--- src/rtl/nri_pkg.sv ---
`timescale 1ns / 1ps

package nri_pkg;

    localparam int DIVISOR_WIDTH = 32;
    localparam int FRAC_BITS     = 63;

    localparam int WORD_W   = 64;
    localparam int ACC_W    = 2 * WORD_W;
    localparam int HALF_W   = WORD_W / 2;
    localparam int DIN_W    = 32;
    localparam int D_W      = (DIVISOR_WIDTH < DIN_W) ? DIVISOR_WIDTH : DIN_W;
    localparam int LEN_W    = $clog2(DIN_W + 1);
    localparam int SH_W     = $clog2(WORD_W) + 1;
    localparam int TOL_W    = 32;
    localparam int ITER_W   = 8;
    localparam int STAT_W   = 2;
    localparam int CFG_IDX_W = 2;
    localparam int PC_W     = 4;

    localparam logic [DIN_W-1:0]  D_MASK = DIN_W'((65'(1) << D_W) - 65'(1));
    localparam logic [WORD_W-1:0] ONE_FX = WORD_W'(1) << FRAC_BITS;
    localparam logic [ITER_W-1:0] MAX_ITER_RST = ITER_W'(100);
    localparam logic [TOL_W-1:0]  TOL_RST = '0;

    localparam logic [CFG_IDX_W-1:0] CFG_TOLERANCE = CFG_IDX_W'(0);
    localparam logic [CFG_IDX_W-1:0] CFG_MAX_ITER  = CFG_IDX_W'(1);

    localparam logic [STAT_W-1:0] STAT_CONVERGED = STAT_W'(0);
    localparam logic [STAT_W-1:0] STAT_LIMIT     = STAT_W'(1);
    localparam logic [STAT_W-1:0] STAT_ZERO      = STAT_W'(2);

    // multiplier operand pairs
    typedef enum logic [2:0] {
        M_NONE,
        M_DXL,
        M_DXH,
        M_XLEL,
        M_XLEH,
        M_XHEL,
        M_XHEH
    } t_mop;

    // accumulator and register actions
    typedef enum logic [3:0] {
        A_NOP,
        A_INIT,
        A_CLR,
        A_ADD0,
        A_ADD32,
        A_ADD64,
        A_ERR,
        A_NEXT,
        A_STEP,
        A_OUT,
        A_OUTZ
    } t_aop;

    typedef enum logic [1:0] {
        J_NEXT,
        J_IF,
        J_END
    } t_jmp;

    typedef enum logic [1:0] {
        C_ZERO,
        C_LIMIT,
        C_NOTCONV
    } t_cond;

    typedef struct packed {
        t_mop             mop;
        t_aop             aop;
        t_jmp             jmp;
        t_cond            cond;
        logic [PC_W-1:0]  target;
    } t_uword;

    localparam logic [PC_W-1:0] L_INIT = PC_W'(0);
    localparam logic [PC_W-1:0] L_LOOP = PC_W'(1);
    localparam logic [PC_W-1:0] L_DONE = PC_W'(12);
    localparam logic [PC_W-1:0] L_ZERO = PC_W'(13);

    // one newton step is d*x (two partial products), the error term,
    // then x*err (four partial products), the update and the change test
    function automatic t_uword ucode_rom(input logic [PC_W-1:0] pc);
        t_uword w;
        w = '{mop: M_NONE, aop: A_NOP, jmp: J_END, cond: C_ZERO, target: L_INIT};
        case (pc)
            4'd0:  w = '{mop: M_NONE, aop: A_INIT,  jmp: J_IF,   cond: C_ZERO,    target: L_ZERO};
            4'd1:  w = '{mop: M_DXL,  aop: A_CLR,   jmp: J_IF,   cond: C_LIMIT,   target: L_DONE};
            4'd2:  w = '{mop: M_DXH,  aop: A_ADD0,  jmp: J_NEXT, cond: C_ZERO,    target: L_INIT};
            4'd3:  w = '{mop: M_NONE, aop: A_ADD32, jmp: J_NEXT, cond: C_ZERO,    target: L_INIT};
            4'd4:  w = '{mop: M_NONE, aop: A_ERR,   jmp: J_NEXT, cond: C_ZERO,    target: L_INIT};
            4'd5:  w = '{mop: M_XLEL, aop: A_NOP,   jmp: J_NEXT, cond: C_ZERO,    target: L_INIT};
            4'd6:  w = '{mop: M_XLEH, aop: A_ADD0,  jmp: J_NEXT, cond: C_ZERO,    target: L_INIT};
            4'd7:  w = '{mop: M_XHEL, aop: A_ADD32, jmp: J_NEXT, cond: C_ZERO,    target: L_INIT};
            4'd8:  w = '{mop: M_XHEH, aop: A_ADD32, jmp: J_NEXT, cond: C_ZERO,    target: L_INIT};
            4'd9:  w = '{mop: M_NONE, aop: A_ADD64, jmp: J_NEXT, cond: C_ZERO,    target: L_INIT};
            4'd10: w = '{mop: M_NONE, aop: A_NEXT,  jmp: J_NEXT, cond: C_ZERO,    target: L_INIT};
            4'd11: w = '{mop: M_NONE, aop: A_STEP,  jmp: J_IF,   cond: C_NOTCONV, target: L_LOOP};
            4'd12: w = '{mop: M_NONE, aop: A_OUT,   jmp: J_END,  cond: C_ZERO,    target: L_INIT};
            4'd13: w = '{mop: M_NONE, aop: A_OUTZ,  jmp: J_END,  cond: C_ZERO,    target: L_INIT};
            default: w = '{mop: M_NONE, aop: A_NOP, jmp: J_END, cond: C_ZERO, target: L_INIT};
        endcase
        return w;
    endfunction

    function automatic logic [LEN_W-1:0] bit_len(input logic [DIN_W-1:0] v);
        logic [LEN_W-1:0] n;
        n = '0;
        for (int i = 0; i < DIN_W; i++) begin
            if (v[i]) begin
                n = LEN_W'(i + 1);
            end
        end
        return n;
    endfunction

endpackage

--- src/rtl/newton_reciprocal_iterator.sv ---
`timescale 1ns / 1ps

// channel   | ports                                          | handshake
// ----------+------------------------------------------------+--------------------------
// input     | i_divisor                                      | start & !busy
// result    | o_reciprocal, o_steps_used, o_status           | o_result_valid, one cycle
// config    | i_cfg_index, i_cfg_data                        | i_cfg_valid & o_cfg_ready
//
// a beat runs newton steps until one converges or the iteration limit ends it;
// a zero divisor skips them and gives the zero status; a newton step
// is eleven microcode words, six of them on the one shared 32x32 multiplier
// busy is high from the accepted beat until the strobe; the next beat may be
// accepted at the end of the strobe cycle
// reset is synchronous, active low; results cannot be stalled by the receiver

module newton_reciprocal_iterator
    import nri_pkg::*;
(
    input  logic                  i_clk,
    input  logic                  i_rst_n,
    input  logic                  start,
    output logic                  busy,
    input  logic [DIN_W-1:0]      i_divisor,
    output logic                  o_result_valid,
    output logic [WORD_W-1:0]     o_reciprocal,
    output logic [ITER_W-1:0]     o_steps_used,
    output logic [STAT_W-1:0]     o_status,
    input  logic                  i_cfg_valid,
    output logic                  o_cfg_ready,
    input  logic [CFG_IDX_W-1:0]  i_cfg_index,
    input  logic [TOL_W-1:0]      i_cfg_data
);

    typedef enum logic {
        ST_IDLE,
        ST_RUN
    } t_state;

    t_state               r_state;
    logic [PC_W-1:0]      r_pc;
    logic [PC_W-1:0]      n_pc;
    logic [ITER_W-1:0]    r_steps;
    logic                 r_conv;
    logic                 r_out_valid;
    logic [TOL_W-1:0]     r_tol;
    logic [ITER_W-1:0]    r_max;

    logic [DIN_W-1:0]     r_d;
    logic [WORD_W-1:0]    r_x;
    logic [WORD_W-1:0]    r_nx;
    logic [WORD_W-1:0]    r_err;
    logic [ACC_W-1:0]     r_acc;
    logic [WORD_W-1:0]    r_prod;
    logic [WORD_W-1:0]    r_res;
    logic [ITER_W-1:0]    r_res_steps;
    logic [STAT_W-1:0]    r_res_status;

    t_uword               uw;
    logic [HALF_W-1:0]    mul_a;
    logic [HALF_W-1:0]    mul_b;
    logic [ACC_W-1:0]     addend;
    logic [ACC_W-1:0]     acc_sum;
    logic [LEN_W-1:0]     d_len;
    logic [WORD_W-1:0]    guess;
    logic [WORD_W-1:0]    err;
    logic [WORD_W:0]      sum;
    logic [WORD_W-1:0]    q;
    logic                 q_ovf;
    logic [WORD_W-1:0]    nx;
    logic [WORD_W-1:0]    change;
    logic                 conv_now;
    logic                 taken;
    logic                 accept;

    assign accept      = start && (r_state == ST_IDLE);
    assign busy        = (r_state == ST_RUN);
    assign o_cfg_ready = 1'b1;

    assign o_result_valid = r_out_valid;
    assign o_reciprocal   = r_res;
    assign o_steps_used   = r_res_steps;
    assign o_status       = r_res_status;

    assign uw = ucode_rom(r_pc);

    always_comb begin
        case (uw.mop)
            M_DXL:   begin mul_a = r_d;                 mul_b = r_x[HALF_W-1:0];      end
            M_DXH:   begin mul_a = r_d;                 mul_b = r_x[WORD_W-1:HALF_W]; end
            M_XLEL:  begin mul_a = r_x[HALF_W-1:0];     mul_b = r_err[HALF_W-1:0];    end
            M_XLEH:  begin mul_a = r_x[HALF_W-1:0];     mul_b = r_err[WORD_W-1:HALF_W]; end
            M_XHEL:  begin mul_a = r_x[WORD_W-1:HALF_W]; mul_b = r_err[HALF_W-1:0];   end
            M_XHEH:  begin mul_a = r_x[WORD_W-1:HALF_W]; mul_b = r_err[WORD_W-1:HALF_W]; end
            default: begin mul_a = '0;                  mul_b = '0;                   end
        endcase
    end

    always_comb begin
        case (uw.aop)
            A_ADD32: addend = ACC_W'(r_prod) << HALF_W;
            A_ADD64: addend = ACC_W'(r_prod) << WORD_W;
            default: addend = ACC_W'(r_prod);
        endcase
        acc_sum = r_acc + addend;
    end

    // first guess 2^-len, zero once len passes the fraction width
    always_comb begin
        d_len = bit_len(r_d);
        if (32'(d_len) <= FRAC_BITS) begin
            guess = WORD_W'(1) << (SH_W'(FRAC_BITS) - SH_W'(d_len));
        end else begin
            guess = '0;
        end
    end

    // 1 - d*x, clamped at zero
    always_comb begin
        if ((r_acc[ACC_W-1:WORD_W] != '0) || (r_acc[WORD_W-1:0] > ONE_FX)) begin
            err = '0;
        end else begin
            err = ONE_FX - r_acc[WORD_W-1:0];
        end
    end

    always_comb begin
        q_ovf = (r_acc >> (FRAC_BITS + WORD_W)) != '0;
        q     = WORD_W'(r_acc >> FRAC_BITS);
        sum   = {1'b0, r_x} + {1'b0, q};
        if (q_ovf || sum[WORD_W]) begin
            nx = '1;
        end else begin
            nx = sum[WORD_W-1:0];
        end
    end

    always_comb begin
        if (r_nx >= r_x) begin
            change = r_nx - r_x;
        end else begin
            change = r_x - r_nx;
        end
        conv_now = change <= WORD_W'(r_tol);
    end

    always_comb begin
        case (uw.cond)
            C_ZERO:    taken = (r_d == '0);
            C_LIMIT:   taken = (r_steps >= r_max);
            C_NOTCONV: taken = !conv_now;
            default:   taken = 1'b0;
        endcase
        if ((uw.jmp == J_IF) && taken) begin
            n_pc = uw.target;
        end else begin
            n_pc = r_pc + PC_W'(1);
        end
    end

    always_ff @(posedge i_clk) begin
        if (!i_rst_n) begin
            r_state      <= ST_IDLE;
            r_pc         <= L_INIT;
            r_steps      <= '0;
            r_conv       <= 1'b0;
            r_out_valid  <= 1'b0;
            r_tol        <= TOL_RST;
            r_max        <= MAX_ITER_RST;
            r_res        <= '0;
            r_res_steps  <= '0;
            r_res_status <= STAT_CONVERGED;
        end else begin
            r_out_valid <= 1'b0;
            if (i_cfg_valid && o_cfg_ready) begin
                if (i_cfg_index == CFG_TOLERANCE) begin
                    r_tol <= i_cfg_data;
                end else if (i_cfg_index == CFG_MAX_ITER) begin
                    r_max <= i_cfg_data[ITER_W-1:0];
                end
            end
            case (r_state)
                ST_IDLE: begin
                    if (accept) begin
                        r_state <= ST_RUN;
                        r_pc    <= L_INIT;
                    end
                end
                ST_RUN: begin
                    r_pc <= n_pc;
                    if (uw.aop == A_INIT) begin
                        r_steps <= '0;
                        r_conv  <= 1'b0;
                    end else if (uw.aop == A_STEP) begin
                        r_steps <= r_steps + ITER_W'(1);
                        r_conv  <= conv_now;
                    end else if (uw.aop == A_OUT) begin
                        r_res        <= r_x;
                        r_res_steps  <= r_steps;
                        r_res_status <= r_conv ? STAT_CONVERGED : STAT_LIMIT;
                    end else if (uw.aop == A_OUTZ) begin
                        r_res        <= '1;
                        r_res_steps  <= '0;
                        r_res_status <= STAT_ZERO;
                    end
                    if (uw.jmp == J_END) begin
                        r_state     <= ST_IDLE;
                        r_out_valid <= 1'b1;
                    end
                end
                default: begin
                    r_state <= ST_IDLE;
                end
            endcase
        end
    end

    // datapath, no reset needed
    always_ff @(posedge i_clk) begin
        r_prod <= WORD_W'(mul_a) * WORD_W'(mul_b);
        if (accept) begin
            r_d <= i_divisor & D_MASK;
        end
        if (r_state == ST_RUN) begin
            case (uw.aop)
                A_INIT: r_x <= guess;
                A_CLR:  r_acc <= '0;
                A_ADD0, A_ADD32, A_ADD64: r_acc <= acc_sum;
                A_ERR: begin
                    r_err <= err;
                    r_acc <= '0;
                end
                A_NEXT: r_nx <= nx;
                A_STEP: r_x <= r_nx;
                default: begin
                end
            endcase
        end
    end

endmodule
--- config.mk ---
export PLATFORM = sky130hd
export DESIGN_NAME = newton_reciprocal_iterator
export DESIGN_NICKNAME = d
export VERILOG_FILES = /design/src/rtl/nri_pkg.sv /design/src/rtl/newton_reciprocal_iterator.sv
export SDC_FILE = /design/constraint.sdc
export NUM_CORES = 2
export LEC_CHECK = 0
export BUFFER_PORTS_ARGS = -buffer_cell sky130_fd_sc_hd__clkbuf_2
export CORE_UTILIZATION = 32
export CTS_CLUSTER_SIZE = 8
export DETAILED_ROUTE_END_ITERATION = 7
export GPL_TIMING_DRIVEN = 0
export SYNTH_ARGS = -nofsm -noshare
export SYNTH_HDL_FRONTEND = slang
export SYNTH_SLANG_ARGS = --single-unit
--- constraint.sdc ---
create_clock -name i_clk -period 18.3 [get_ports i_clk]
set_input_delay 1.83 -clock i_clk [delete_from_list [all_inputs] [get_ports i_clk]]
set_output_delay 1.83 -clock i_clk [all_outputs]
set_load 0.005 [all_outputs]
==> run metrics <==
register area share after synthesis=about a fifth; fin. max-slew vios=22; RePlAce Congestion=slightly above 1; cell mode on critical path=fa_1; status=complete, but fails checks; leak pwr=36.2 nW; Async SR Flop Fraction=0%; fin nets=about 11000; ranking of synthesized cells by area=fa_1 24%, edfxtp_1 14%, ha_1 11%; initial antenna violation count=23; Sink Count=558; DRC Markers=0; Fmax=roughly 75 MHz; CP arrival=13870 ps; Mean Syn Cell Area=roughly 8.6 um^2; Synth cell types=97; sequential share of power=between 30% and 40%; Synth warnings=0; Clock H-tree levels=3; final instance area=slightly above 80000 um^2; Pwr Density=around 54 nW/um^2; antenna violation net count after detailed routing=0; area share of the leading cell type in the synthesized netlist=between 20% and 30%; hpwl dp=~270000 um; Critical Path Fanout Max=10; Starting Density=32.2%; CTS tree=done; Gate Count Post-Synth=8654; DR WL/cell=between 20 and 30 um; post-synth top area cell=fa_1; syn_nets=about 10000; Hold Violations, Final=0; fill count=about 24000; fraction of layout cells with a size suffix above 1=under 10%; First-pass DRT Iterations=8; Comb pwr share=just under 30%; Synth top cells by count=1145 x inv_1, 1110 x nor2_1, 965 x nand2_1; cell internal pwr=approximately 2.7 mW; Core Rows=~180; area post-placement=a little under 80000 um^2; Die ar.=about 230000 um^2; synthesis-to-finish area growth=10.5%; vias per cell=approximately 5.5; vias=approximately 67000; Period Utilization, post-route=between 70% and 80%; slowest CP cell=clkbuf_1; Setup-failing EPs final=0; crit path launch type=flip-flop; Hold/Removal Path Class=reg2reg; clock slew at reported path FFs=approximately 60 ps; post-synthesis register bit count=558; clk_lat worst skew=about 740 ps; Fin Hold WS=~460 ps; Worst EP required=18830 ps; Hold Buf Count CTS=0; headroom to the max-slew limit=-8.14%; met2 Use GR=about two fifths; first-pass GRT wire length=around 460000 um; die height=around 480 um; Routed WL=between 300000 and 400000 um; endpoint type of the worst setup path=flip-flop; aggregate global routing overflow=0; CTS Buffer Depth=3; TritonCTS buffer count=84; switching power=~1.7 mW; CORE AREA=between 200000 and 250000 um^2; Layout Skew=just under 80 ps; max incr delay on CP=between 1000 and 1500 ps; GRT Overall Usage=between 20 and 30%; largest net degree at the start of global routing=46; Post-synth EDFFs=roughly 350; post-CTS sizing=0; min cycle time layout=~13000 ps; Least-Margin Pin Slew=between 1500 and 2000 ps; top-count cell post-synth=inv_1; met1 Track Usage GR=a little over a third; synthesized cell area=around 74000 um^2; drt initial violations=7620; die width=around 480 um; Sw Share=38.4%; met3 usage=between 6 and 7%; Setup Fix Bufs, Post-CTS=0; port buffer count=144; vias in the first global route=roughly 65000; I/O pin count=between 100 and 150; total power draw=~4.4 mW; RSZ-0062 raised after global routing=false; root buf cell=clkbuf_16; MaxCap Viol Count=4; setup TNS=0 ps; GR peak layer=met2; critical path class=reg2reg; Post-synth top flop=edfxtp_1; worst vdd ir=between 0.07 and 0.08 mV; violated checks=capacitance limit, slew limit; clock power share=approximately a third
==> stage by stage <==
step / util [%] / std cells / setup WS (ps)
after floorplan: - / 8654 / 7360
after global placement: 34.1 / 11824 / 958
after detailed placement: 34.4 / 11868 / 5040
after CTS: 35.5 / 12011 / 4930
after global routing: 35.6 / 12017 / 4600
final: 35.6 / 12029 / 4960
==> kinds of logic (layout without fill, tap and decap cells) <==
group,count (synthesis),after routing,share of synthesized area (%)
multiplexers,54,54,0.733
adder cells (fa/ha/maj),1524,1524,34.9
AO/OA/AOI/OAI,1771,1771,15.6
buffers and inverters,1600,1933,8.23
XOR/XNOR,356,356,4.21
AND/OR/NAND/NOR,2790,2790,16.5
flip-flops,558,558,19.8
other,1,17,0.00506
==> metal layers <==
metal | routed length, um | part of all wire, % | vias up
li1 | - | - | 29249
met1 | 132000 | 41 | 33016
met2 | 132000 | 41 | 3697
met3 | 33000 | 10 | 765
met4 | 22800 | 7.1 | 24
met5 | 272 | 0.085 | -
==> critical path, delay by kind of cell (launching register included) <==
family          cells  cell delay, ps
mux                 1             230
compound gates     11            4110
xor+xnor            1             260
flops               1             520
simple gates        5            1150
buf+inv             8            2420
fa+ha+maj           9            4430
==> cells in the final DEF, fill, tap and decap left out, drive strengths merged, types with 69 or more instances in the layout <==
master and n:
nand3 86, and2 121, nor2 1110, xnor2 190, fa 900, o22ai 73, nand4 109, a21oi 477
edfxtp 352, buf 102, ha 624, o21bai 89, clkbuf 669, nand2 965, a21o 272, nor3 70
o21a 77, dfxtp 206, xor2 166, o21ai 345, inv 1147, nand2b 69
==> registers in the layout (all words and copies together) (netlist names) <==
register,count
r_acc,128
o_reciprocal,64
r_err,64
r_nx,64
r_prod,64
r_x,64
r_d,32
r_tol,32
uw,13
o_steps_used,8
r_max,8
r_steps,8
r_pc,4
o_status,2
busy,1
o_result_valid,1
r_conv,1
==> path summary, 6_finish.rpt <==
| kind | start | cells after the start | slack, ps | end |
|---|---|---|---|---|
| max | uw[14] | 35 | 4960 | r_prod[63] |
| min | r_tol[7] | 2 | 460 | r_tol[7] |
| max reg2reg | uw[14] | 35 | 4960 | r_prod[63] |
| min reg2reg | r_tol[7] | 2 | 460 | r_tol[7] |
==> power by group through the flow <==
stage	sequential [mW]	clock, mW	combinational (mW)
after CTS	1.58	1.56	1.25
after detailed placement	1.61	0	1.24
after global placement	1.61	0	1.22
after floorplan	1.47	0	0.812
final	1.60	1.54	1.28
after global routing	1.58	1.61	1.38
==> area by class of cell <==
| type | count | area (um^2) | share of cell area [%] |
|---|---|---|---|
| Antenna cell | 16 | 40.0 | 0.0489 |
| Buffer | 454 | 1790 | 2.19 |
| Clock buffer | 127 | 2270 | 2.78 |
| Clock inverter | 16 | 302 | 0.368 |
| Inverter | 1146 | 4300 | 5.26 |
| Multi-Input combinational cell | 6496 | 53400 | 65.3 |
| Sequential cell | 558 | 14700 | 18.0 |
| Tap cell | 3026 | 3790 | 4.63 |
| Timing Repair Buffer | 190 | 1220 | 1.49 |
No activity file was read; power rests on OpenSTA's default activity.
